**src/pbr_pkg.sv**
```systemverilog
// Shared types and constants for the PCG32 bounded random unit.
package pbr_pkg;

  localparam logic [63:0] PCG_MULT = 64'h5851_F42D_4C95_7F2D;

  localparam int unsigned STATE_W = 64;
  localparam int unsigned WORD_W = 32;
  localparam int unsigned LIMIT_W = 64;
  localparam int unsigned CFG_DATA_W = 64;
  localparam int unsigned CFG_IDX_W = 1;

  localparam int unsigned XSH_SHIFT = 18;
  localparam int unsigned XSH_LO = 27;
  localparam int unsigned ROT_LO = 59;

  localparam int unsigned QUEUE_DEPTH_DEF = 2;

  localparam logic [CFG_IDX_W-1:0] REG_SEED = 1'd0;
  localparam logic [CFG_IDX_W-1:0] REG_INCREMENT = 1'd1;

  typedef enum logic [1:0] {
    KIND_DIV  = 2'd0,
    KIND_PASS = 2'd1,
    KIND_ERR  = 2'd2
  } draw_kind_t;

  typedef struct packed {
    draw_kind_t        kind;
    logic [WORD_W-1:0] word;
    logic [WORD_W-1:0] divisor;
  } draw_entry_t;

endpackage

```
**src/pbr_front.sv**
```systemverilog
// Front end: accepts draw requests, forms the output word, classifies the limit and steps the LCG.
module pbr_front
  import pbr_pkg::*;
(
  input  logic                  clk,
  input  logic                  rst_n,
  input  logic                  cfg_we,
  input  logic [CFG_IDX_W-1:0]  cfg_index,
  input  logic [CFG_DATA_W-1:0] cfg_wdata,
  input  logic                  in_tvalid,
  output logic                  in_tready,
  input  logic [LIMIT_W-1:0]    in_tdata,
  input  logic                  q_full,
  output logic                  q_push,
  output draw_entry_t           q_entry
);

  typedef enum logic [1:0] {
    F_IDLE = 2'b01,
    F_MUL  = 2'b10
  } front_state_t;

  localparam logic [1:0] LCG_LAST_STEP = 2'd3;

  front_state_t         state_r, state_nxt;
  logic [1:0]           step_r, step_nxt;
  logic [STATE_W-1:0]   gen_state_r, gen_state_nxt;
  logic [STATE_W-1:0]   increment_r, increment_nxt;
  logic [STATE_W-1:0]   acc_r, acc_nxt;
  logic [2*WORD_W-1:0]  prod_r;
  logic [WORD_W-1:0]    mul_a, mul_b;
  logic [STATE_W-1:0]   xs;
  logic [WORD_W-1:0]    x_word;
  logic [4:0]           rot;
  logic [2*WORD_W-1:0]  rot_wide;

  assign in_tready = (state_r == F_IDLE) && !q_full;
  assign q_push = in_tvalid && in_tready;

  always_comb begin
    xs = gen_state_r ^ (gen_state_r >> XSH_SHIFT);
    x_word = xs[XSH_LO +: WORD_W];
    rot = gen_state_r[ROT_LO +: 5];
    rot_wide = {x_word, x_word} >> rot;
    q_entry.word = rot_wide[WORD_W-1:0];
    q_entry.divisor = in_tdata[WORD_W-1:0];
    if (in_tdata == '0) begin
      q_entry.kind = KIND_ERR;
    end else if (|in_tdata[LIMIT_W-1:WORD_W]) begin
      q_entry.kind = KIND_PASS;
    end else begin
      q_entry.kind = KIND_DIV;
    end
  end

  always_comb begin
    mul_a = (state_r == F_MUL && step_r == 2'd1) ? gen_state_r[STATE_W-1:WORD_W]
                                                 : gen_state_r[WORD_W-1:0];
    mul_b = (state_r == F_MUL && step_r == 2'd0) ? PCG_MULT[STATE_W-1:WORD_W]
                                                 : PCG_MULT[WORD_W-1:0];
  end

  always_comb begin
    state_nxt = state_r;
    step_nxt = step_r;
    gen_state_nxt = gen_state_r;
    increment_nxt = increment_r;
    acc_nxt = acc_r;
    unique case (state_r)
      F_IDLE: begin
        if (cfg_we && cfg_index == REG_SEED) begin
          gen_state_nxt = cfg_wdata;
        end
        if (cfg_we && cfg_index == REG_INCREMENT) begin
          increment_nxt = cfg_wdata;
        end
        if (q_push) begin
          state_nxt = F_MUL;
          step_nxt = 2'd0;
        end
      end
      F_MUL: begin
        step_nxt = step_r + 2'd1;
        unique case (step_r)
          2'd0: acc_nxt = prod_r;
          2'd1, 2'd2: acc_nxt = acc_r + {prod_r[WORD_W-1:0], {WORD_W{1'b0}}};
          default: begin
            gen_state_nxt = acc_r + {increment_r[STATE_W-1:1], 1'b1};
            state_nxt = F_IDLE;
          end
        endcase
      end
      default: state_nxt = F_IDLE;
    endcase
  end

  always_ff @(posedge clk) begin
    if (!rst_n) begin
      state_r <= F_IDLE;
      step_r <= 2'd0;
      gen_state_r <= '0;
      increment_r <= '0;
    end else begin
      state_r <= state_nxt;
      step_r <= step_nxt;
      gen_state_r <= gen_state_nxt;
      increment_r <= increment_nxt;
    end
  end

  always_ff @(posedge clk) begin
    acc_r <= acc_nxt;
    prod_r <= mul_a * mul_b;
  end

  a_no_accept_while_stepping: assert property (
    @(posedge clk) disable iff (!rst_n) state_r == F_MUL |-> !in_tready)
    else $error("front accepted a transaction during the LCG step");

  a_step_returns_idle: assert property (
    @(posedge clk) disable iff (!rst_n)
    state_r == F_MUL && step_r == LCG_LAST_STEP |=> state_r == F_IDLE)
    else $error("LCG sequence did not finish after its last step");

  a_push_starts_step: assert property (
    @(posedge clk) disable iff (!rst_n)
    q_push |=> state_r == F_MUL && step_r == 2'd0)
    else $error("accepted transaction did not start the LCG step");

endmodule

```
**src/pbr_queue.sv**
```systemverilog
// Short queue of classified draws between the front end and the remainder unit.
module pbr_queue
  import pbr_pkg::*;
#(
  parameter int unsigned DEPTH = QUEUE_DEPTH_DEF
) (
  input  logic        clk,
  input  logic        rst_n,
  input  logic        push,
  input  draw_entry_t push_entry,
  output logic        full,
  input  logic        pop,
  output draw_entry_t head_entry,
  output logic        empty
);

  localparam int unsigned PTR_W = (DEPTH > 1) ? $clog2(DEPTH) : 1;
  localparam int unsigned CNT_W = $clog2(DEPTH + 1);
  localparam logic [PTR_W-1:0] PTR_LAST = PTR_W'(DEPTH - 1);
  localparam logic [CNT_W-1:0] CNT_FULL = CNT_W'(DEPTH);

  draw_entry_t      mem_r [DEPTH];
  logic [PTR_W-1:0] wr_ptr_r, wr_ptr_nxt;
  logic [PTR_W-1:0] rd_ptr_r, rd_ptr_nxt;
  logic [CNT_W-1:0] count_r, count_nxt;

  assign full = (count_r == CNT_FULL);
  assign empty = (count_r == '0);
  assign head_entry = mem_r[rd_ptr_r];

  always_comb begin
    wr_ptr_nxt = wr_ptr_r;
    rd_ptr_nxt = rd_ptr_r;
    count_nxt = count_r;
    if (push) begin
      wr_ptr_nxt = (wr_ptr_r == PTR_LAST) ? '0 : wr_ptr_r + 1'b1;
    end
    if (pop) begin
      rd_ptr_nxt = (rd_ptr_r == PTR_LAST) ? '0 : rd_ptr_r + 1'b1;
    end
    if (push && !pop) begin
      count_nxt = count_r + 1'b1;
    end else if (pop && !push) begin
      count_nxt = count_r - 1'b1;
    end
  end

  always_ff @(posedge clk) begin
    if (!rst_n) begin
      wr_ptr_r <= '0;
      rd_ptr_r <= '0;
      count_r <= '0;
    end else begin
      wr_ptr_r <= wr_ptr_nxt;
      rd_ptr_r <= rd_ptr_nxt;
      count_r <= count_nxt;
    end
  end

  always_ff @(posedge clk) begin
    if (push) begin
      mem_r[wr_ptr_r] <= push_entry;
    end
  end

  a_no_overflow: assert property (
    @(posedge clk) disable iff (!rst_n) push |-> !full || pop)
    else $error("queue written while full");

  a_no_underflow: assert property (
    @(posedge clk) disable iff (!rst_n) pop |-> !empty)
    else $error("queue read while empty");

  a_count_bound: assert property (
    @(posedge clk) disable iff (!rst_n) count_r <= CNT_FULL)
    else $error("queue count beyond depth");

endmodule

```
**src/pbr_back.sv**
```systemverilog
// Back end: bit-serial remainder unit and output register for the draw results.
module pbr_back
  import pbr_pkg::*;
(
  input  logic              clk,
  input  logic              rst_n,
  input  logic              q_empty,
  input  draw_entry_t       q_entry,
  output logic              q_pop,
  output logic              out_tvalid,
  input  logic              out_tready,
  output logic [WORD_W-1:0] out_tdata,
  output logic              out_tuser
);

  typedef enum logic [2:0] {
    B_IDLE = 3'b001,
    B_DIV  = 3'b010,
    B_DONE = 3'b100
  } back_state_t;

  localparam int unsigned CNT_W = $clog2(WORD_W);
  localparam logic [CNT_W-1:0] CNT_LAST = CNT_W'(WORD_W - 1);

  back_state_t       state_r, state_nxt;
  logic [CNT_W-1:0]  cnt_r, cnt_nxt;
  logic [WORD_W-1:0] rem_r, rem_nxt;
  logic [WORD_W-1:0] quo_r, quo_nxt;
  logic [WORD_W-1:0] div_r, div_nxt;
  logic [WORD_W-1:0] res_r, res_nxt;
  logic              err_r, err_nxt;
  logic              out_tvalid_r, out_tvalid_nxt;
  logic [WORD_W-1:0] out_tdata_r, out_tdata_nxt;
  logic              out_tuser_r, out_tuser_nxt;
  logic [WORD_W:0]   trial;
  logic [WORD_W:0]   trial_diff;
  logic [WORD_W-1:0] rem_step;
  logic              out_free;

  assign out_tvalid = out_tvalid_r;
  assign out_tdata = out_tdata_r;
  assign out_tuser = out_tuser_r;
  assign out_free = !out_tvalid_r || out_tready;
  assign q_pop = (state_r == B_IDLE) && !q_empty;

  always_comb begin
    trial = {rem_r, quo_r[WORD_W-1]};
    trial_diff = trial - {1'b0, div_r};
    rem_step = trial_diff[WORD_W] ? trial[WORD_W-1:0] : trial_diff[WORD_W-1:0];
  end

  always_comb begin
    state_nxt = state_r;
    cnt_nxt = cnt_r;
    rem_nxt = rem_r;
    quo_nxt = quo_r;
    div_nxt = div_r;
    res_nxt = res_r;
    err_nxt = err_r;
    out_tvalid_nxt = out_tvalid_r && !out_tready;
    out_tdata_nxt = out_tdata_r;
    out_tuser_nxt = out_tuser_r;
    unique case (state_r)
      B_IDLE: begin
        if (q_pop) begin
          unique case (q_entry.kind)
            KIND_DIV: begin
              rem_nxt = '0;
              quo_nxt = q_entry.word;
              div_nxt = q_entry.divisor;
              cnt_nxt = '0;
              state_nxt = B_DIV;
            end
            KIND_PASS: begin
              res_nxt = q_entry.word;
              err_nxt = 1'b0;
              state_nxt = B_DONE;
            end
            default: begin
              res_nxt = '0;
              err_nxt = 1'b1;
              state_nxt = B_DONE;
            end
          endcase
        end
      end
      B_DIV: begin
        rem_nxt = rem_step;
        quo_nxt = {quo_r[WORD_W-2:0], 1'b0};
        cnt_nxt = cnt_r + 1'b1;
        if (cnt_r == CNT_LAST) begin
          res_nxt = rem_step;
          err_nxt = 1'b0;
          state_nxt = B_DONE;
        end
      end
      B_DONE: begin
        if (out_free) begin
          out_tvalid_nxt = 1'b1;
          out_tdata_nxt = res_r;
          out_tuser_nxt = err_r;
          state_nxt = B_IDLE;
        end
      end
      default: state_nxt = B_IDLE;
    endcase
  end

  always_ff @(posedge clk) begin
    if (!rst_n) begin
      state_r <= B_IDLE;
      cnt_r <= '0;
      out_tvalid_r <= 1'b0;
    end else begin
      state_r <= state_nxt;
      cnt_r <= cnt_nxt;
      out_tvalid_r <= out_tvalid_nxt;
    end
  end

  always_ff @(posedge clk) begin
    rem_r <= rem_nxt;
    quo_r <= quo_nxt;
    div_r <= div_nxt;
    res_r <= res_nxt;
    err_r <= err_nxt;
    out_tdata_r <= out_tdata_nxt;
    out_tuser_r <= out_tuser_nxt;
  end

  a_rem_below_divisor: assert property (
    @(posedge clk) disable iff (!rst_n) state_r == B_DIV |-> rem_r < div_r)
    else $error("partial remainder not below the divisor");

  a_error_value_zero: assert property (
    @(posedge clk) disable iff (!rst_n) out_tvalid && out_tuser |-> out_tdata == '0)
    else $error("error result carries a nonzero value");

  a_done_waits: assert property (
    @(posedge clk) disable iff (!rst_n)
    state_r == B_DONE && !out_free |=> state_r == B_DONE && $stable(res_r))
    else $error("finished result lost while the output was stalled");

endmodule

```
**src/pcg32_bounded_random_unit.sv**
```systemverilog
// Top level of the PCG32 bounded random unit.
// Each input transaction is one draw request carrying a 64-bit limit; each yields one
// result transaction with the 32-bit XSH RR word reduced modulo the limit, or zero with
// the error flag set when the limit is zero. A draw with a limit below 2^32 goes to the
// bit-serial remainder unit: it takes the queued draw, runs 32 quotient steps, then moves
// the remainder into the output register. A zero limit or one of 2^32 or more needs no
// remainder. The front end steps the LCG through one shared 32x32 multiplier after each
// accepted draw and takes no new draw until that step is done. Writing the seed register
// while the front end is idle loads the generator state. Configuration must be written
// only while no draw is outstanding; the block itself does not enforce this.
module pcg32_bounded_random_unit
  import pbr_pkg::*;
#(
  parameter int unsigned QUEUE_DEPTH = QUEUE_DEPTH_DEF
) (
  input  logic                  clk,
  input  logic                  rst_n,
  input  logic                  cfg_we,
  input  logic [CFG_IDX_W-1:0]  cfg_index,
  input  logic [CFG_DATA_W-1:0] cfg_wdata,
  input  logic                  in_tvalid,
  output logic                  in_tready,
  input  logic [LIMIT_W-1:0]    in_tdata,   // [63:0] limit
  output logic                  out_tvalid,
  input  logic                  out_tready,
  output logic [WORD_W-1:0]     out_tdata,  // [31:0] value
  output logic                  out_tuser   // [0] limit_error
);

  logic        q_full;
  logic        q_empty;
  logic        q_push;
  logic        q_pop;
  draw_entry_t push_entry;
  draw_entry_t head_entry;

  pbr_front u_front (
    .clk       (clk),
    .rst_n     (rst_n),
    .cfg_we    (cfg_we),
    .cfg_index (cfg_index),
    .cfg_wdata (cfg_wdata),
    .in_tvalid (in_tvalid),
    .in_tready (in_tready),
    .in_tdata  (in_tdata),
    .q_full    (q_full),
    .q_push    (q_push),
    .q_entry   (push_entry)
  );

  pbr_queue #(
    .DEPTH (QUEUE_DEPTH)
  ) u_queue (
    .clk        (clk),
    .rst_n      (rst_n),
    .push       (q_push),
    .push_entry (push_entry),
    .full       (q_full),
    .pop        (q_pop),
    .head_entry (head_entry),
    .empty      (q_empty)
  );

  pbr_back u_back (
    .clk        (clk),
    .rst_n      (rst_n),
    .q_empty    (q_empty),
    .q_entry    (head_entry),
    .q_pop      (q_pop),
    .out_tvalid (out_tvalid),
    .out_tready (out_tready),
    .out_tdata  (out_tdata),
    .out_tuser  (out_tuser)
  );

endmodule

```
**config.mk**
```make
export PLATFORM = sky130hd
export DESIGN_NAME = pcg32_bounded_random_unit
export DESIGN_NICKNAME = d
export VERILOG_FILES = /design/src/pbr_pkg.sv /design/src/pbr_front.sv /design/src/pbr_queue.sv /design/src/pbr_back.sv /design/src/pcg32_bounded_random_unit.sv
export SDC_FILE = /design/constraint.sdc
export NUM_CORES = 2
export LEC_CHECK = 0
export BUFFER_PORTS_ARGS = -buffer_cell sky130_fd_sc_hd__buf_2
export CAP_MARGIN = 20
export CORE_MARGIN = 2
export CORE_UTILIZATION = 47
export DETAILED_ROUTE_END_ITERATION = 10
export REMOVE_ABC_BUFFERS = 1
export SLEW_MARGIN = 20
export SYNTH_ARGS = -nofsm -noshare
export SYNTH_HDL_FRONTEND = slang
export SYNTH_HIERARCHICAL = 1
export SYNTH_SLANG_ARGS = --single-unit
```
**constraint.sdc**
```tcl
create_clock -name clk -period 19.4 [get_ports clk]
set_input_delay 2.91 -clock clk [delete_from_list [all_inputs] [get_ports clk]]
set_output_delay 2.91 -clock clk [all_outputs]
set_load 0.005 [all_outputs]
```
==> metrics.md <==
| Metric | Value |
|---|---|
| CP required | `roughly 20 ns` |
| Final min period | `10.69 ns` |
| Reg clk slew, reported paths | `0.06 ns` |
| Drt first pass iters | `6` |
| Later-pin clock latency in the skew report | `0.65 ns` |
| Startpoint types | `register` |
| CTS Buffer Depth | `3` |
| Unrepaired setup endpoints after global routing | `false` |
| Max incr delay on CP | `0.93 ns` |
| Critical path's slowest cell | `clkinv_1` |
| Highest layer used for signal routing | `met4` |
| Avg Inst Size Synth | `9.70 sq um` |
| Die Ht | `340 microns` |
| DRT Wirelength | `164 mm` |
| CTS Buf Count | `55` |
| Iter 0 DRT Violations | `3201` |
| Ports | `169` |
| Detailed Place HPWL | `131 mm` |
| Port Buffers | `168` |
| Commonest non-fill, non-tap cell in the layout | `inv_1` |
| Fmax | `roughly 94 MHz` |
| Rows | `123` |
| Hold_buf cts | `0` |
| Number of global-route vias before repair | `39300` |
| First-pass GRT wire length | `246 mm` |
| Starting Density | `0.472` |
| Post-Synthesis Cells | `5454` |
| YS warnings | `6` |
| Vias/cell | `5.61` |
| Top_reg_cell synth | `edfxtp_1` |
| GRT overflow | `0` |
| Layout net count | `approximately 6700` |
| Relative slew slack | `0.192` |
| CP max FO | `61` |
| Largest net degree at the start of global routing | `81` |
| Layout cells sized above 1 | `0.0880` |
| Post-synthesis sequential area ratio | `0.282` |
| Max-cap check violation count | `0` |
| Num Clock Sinks | `566` |
| Metal2 WL | `76.8 mm` |
| Slew of the pin with the lowest slew margin | `1.18 ns` |
| HP Class | `register to register` |
| Die Area | `115000 sq um` |
| CTS tree | `built` |
| Final Setup Violations | `0` |
| WP data arrival | `11.26 ns` |
| Slew Viols, Final | `0` |
| Post-synth EDFFs | `358` |
| Most frequent cells in the layout | `inv_1 (840), nand2_1 (582), ha_1 (548), fa_1 (537), a21oi_1 (362)` |
| Period utilization | `0.551` |
| Met3 WL | `between 9 and 10 mm` |
| Asr flop ratio synth | `0` |
| Initial antenna violation count | `9` |
| ANT nets after route | `0` |
| WL per Instance | `approximately 23 microns` |
| DR vias | `39600` |
| TNS Setup | `0 ns` |
| Final Skew | `0.0241 ns` |
| Crit path top cell by count | `fa_1` |
| Count of cell types in the netlist | `99` |
| Drc violations | `0` |
| CTS H-Tree Depth | `2` |
| Post-CTS Resized | `0` |
| Worst setup EP type | `register` |
| All-Layer GR Usage | `0.282` |
| Status | `finished clean` |
| WL met1 | `73.1 mm` |
| RePlAce Congestion | `0.962` |
| Postcts setup bufs | `0` |
| Core Footprint | `112000 sq um` |
| Die Span X | `between 300 and 400 microns` |
| Cell Area, Synth | `about 53000 sq um` |
| Final Hold Viols | `0` |
| Syn-to-layout area delta | `7.68%` |
| Crit Path Class | `register to register` |
| Clock root cell | `clkbuf_16` |
| Yosys reg bits | `approximately 570` |
-- synth_stat cells (9+ instances only) --
master / n / share of area
or3_1: 15 / 0.0018
o21ai_0: 220 / 0.021
a21boi_0: 16 / 0.0023
and2_1: 19 / 0.0022
buf_1: 17 / 0.0012
o22ai_1: 9 / 0.0011
nand2b_1: 23 / 0.0027
clkbuf_1: 160 / 0.011
o21ai_1: 32 / 0.0030
o2111ai_1: 11 / 0.0018
a21oi_1: 362 / 0.034
fa_1: 537 / 0.20
a311oi_1: 15 / 0.0025
o211ai_1: 21 / 0.0030
mux2_2: 110 / 0.023
a21o_1: 130 / 0.018
a211oi_1: 26 / 0.0037
or2_2: 9 / 0.0011
a31oi_1: 37 / 0.0044
edfxtp_1: 358 / 0.20
dfxtp_1: 208 / 0.079
nand2_1: 583 / 0.041
a221oi_1: 10 / 0.0017
nor2b_1: 67 / 0.0079
nor2_1: 312 / 0.022
and3_1: 35 / 0.0041
xor2_1: 60 / 0.0099
o21a_1: 20 / 0.0028
ha_1: 549 / 0.13
xnor2_1: 118 / 0.020
nand3_1: 77 / 0.0073
buf_6: 10 / 0.0021
nand4_1: 43 / 0.0051
o31ai_1: 15 / 0.0021
mux2i_1: 98 / 0.019
o21bai_1: 21 / 0.0030
buf_4: 39 / 0.0055
nor4_1: 24 / 0.0028
nor3_1: 49 / 0.0046
inv_1: 842 / 0.060
-- worst max-delay path: cells and delay by family, from the launching register on --
family	cells	cell delay (ns)
DFF	1	0.45
AOI/OAI and AO/OA	8	2.26
xor gates and xnor gates	1	0.13
buffers and inverters	5	1.98
adders and majority gates	9	4.50
muxes	1	0.76
and+or+nand+nor	3	0.41
-- state kept, by name, indices dropped and copies added, names as in the netlist, 3 cells and up, named ones only --
name	count
u_front/prod_r	63
u_back/cnt_r	5
u_back/rem_r	32
u_back/state_r	3
u_back/out_tdata	32
u_front/increment_r	63
u_queue/mem_r	132
u_back/quo_r	32
u_front/acc_r	64
u_back/div_r	32
u_back/res_r	32
u_front/gen_state_r	64
-- layout make-up --
class	instances	area [sq um]
Clock buffer	74	1590
Sequential cell	566	14900
Inverter	851	3200
Timing Repair Buffer	216	1230
Antenna cell	1	2.50
Clock inverter	29	292
Tap cell	1500	1880
Fill cell	10400	55100
Multi-Input combinational cell	3830	33900
-- final timing paths --
kind         slack [ns]          startpoint                  end  cells after the start
max                8.71  u_front/state_r[1]   u_front/prod_r[52]                     27
min                0.42     u_back/res_r[5]  u_back/out_tdata[5]                      0
max reg2reg        8.71  u_front/state_r[1]   u_front/prod_r[52]                     27
min reg2reg        0.42     u_back/res_r[5]  u_back/out_tdata[5]                      0
-- kinds of logic after synthesis --
family / count (synthesis) / synth area share
AOI/OAI and AO/OA: 1032 / 0.121
xor gates and xnor gates: 178 / 0.0295
adders and majority gates: 1086 / 0.333
buffers and inverters: 1087 / 0.0819
DFF: 566 / 0.282
muxes: 213 / 0.0439
other: 2 / 0.000142
and+or+nand+nor: 1290 / 0.109
-- routing by layer --
metal	global-route usage	up-vias
met2	0.465	1346
met4	0.0760	0
met1	0.402	19600
met3	0.0234	247
li1	-	18400
met5	0	-
-- metrics by stage --
step	util	cells	worst slack [ns]	hold slack, ns	cell area [sq um]
after floorplan	-	5247	7.03	0.400	51900
after global placement	0.491	6961	8.28	0.401	55000
after detailed placement	0.491	6962	8.47	0.405	55100
after CTS	0.508	7065	8.45	0.419	56900
after global routing	0.509	7067	8.15	0.422	57000
final	0.509	7067	8.71	0.418	57000
Power is not shown: default switching activity piles up to over one toggle a cycle in this logic, so the estimate is an artifact.
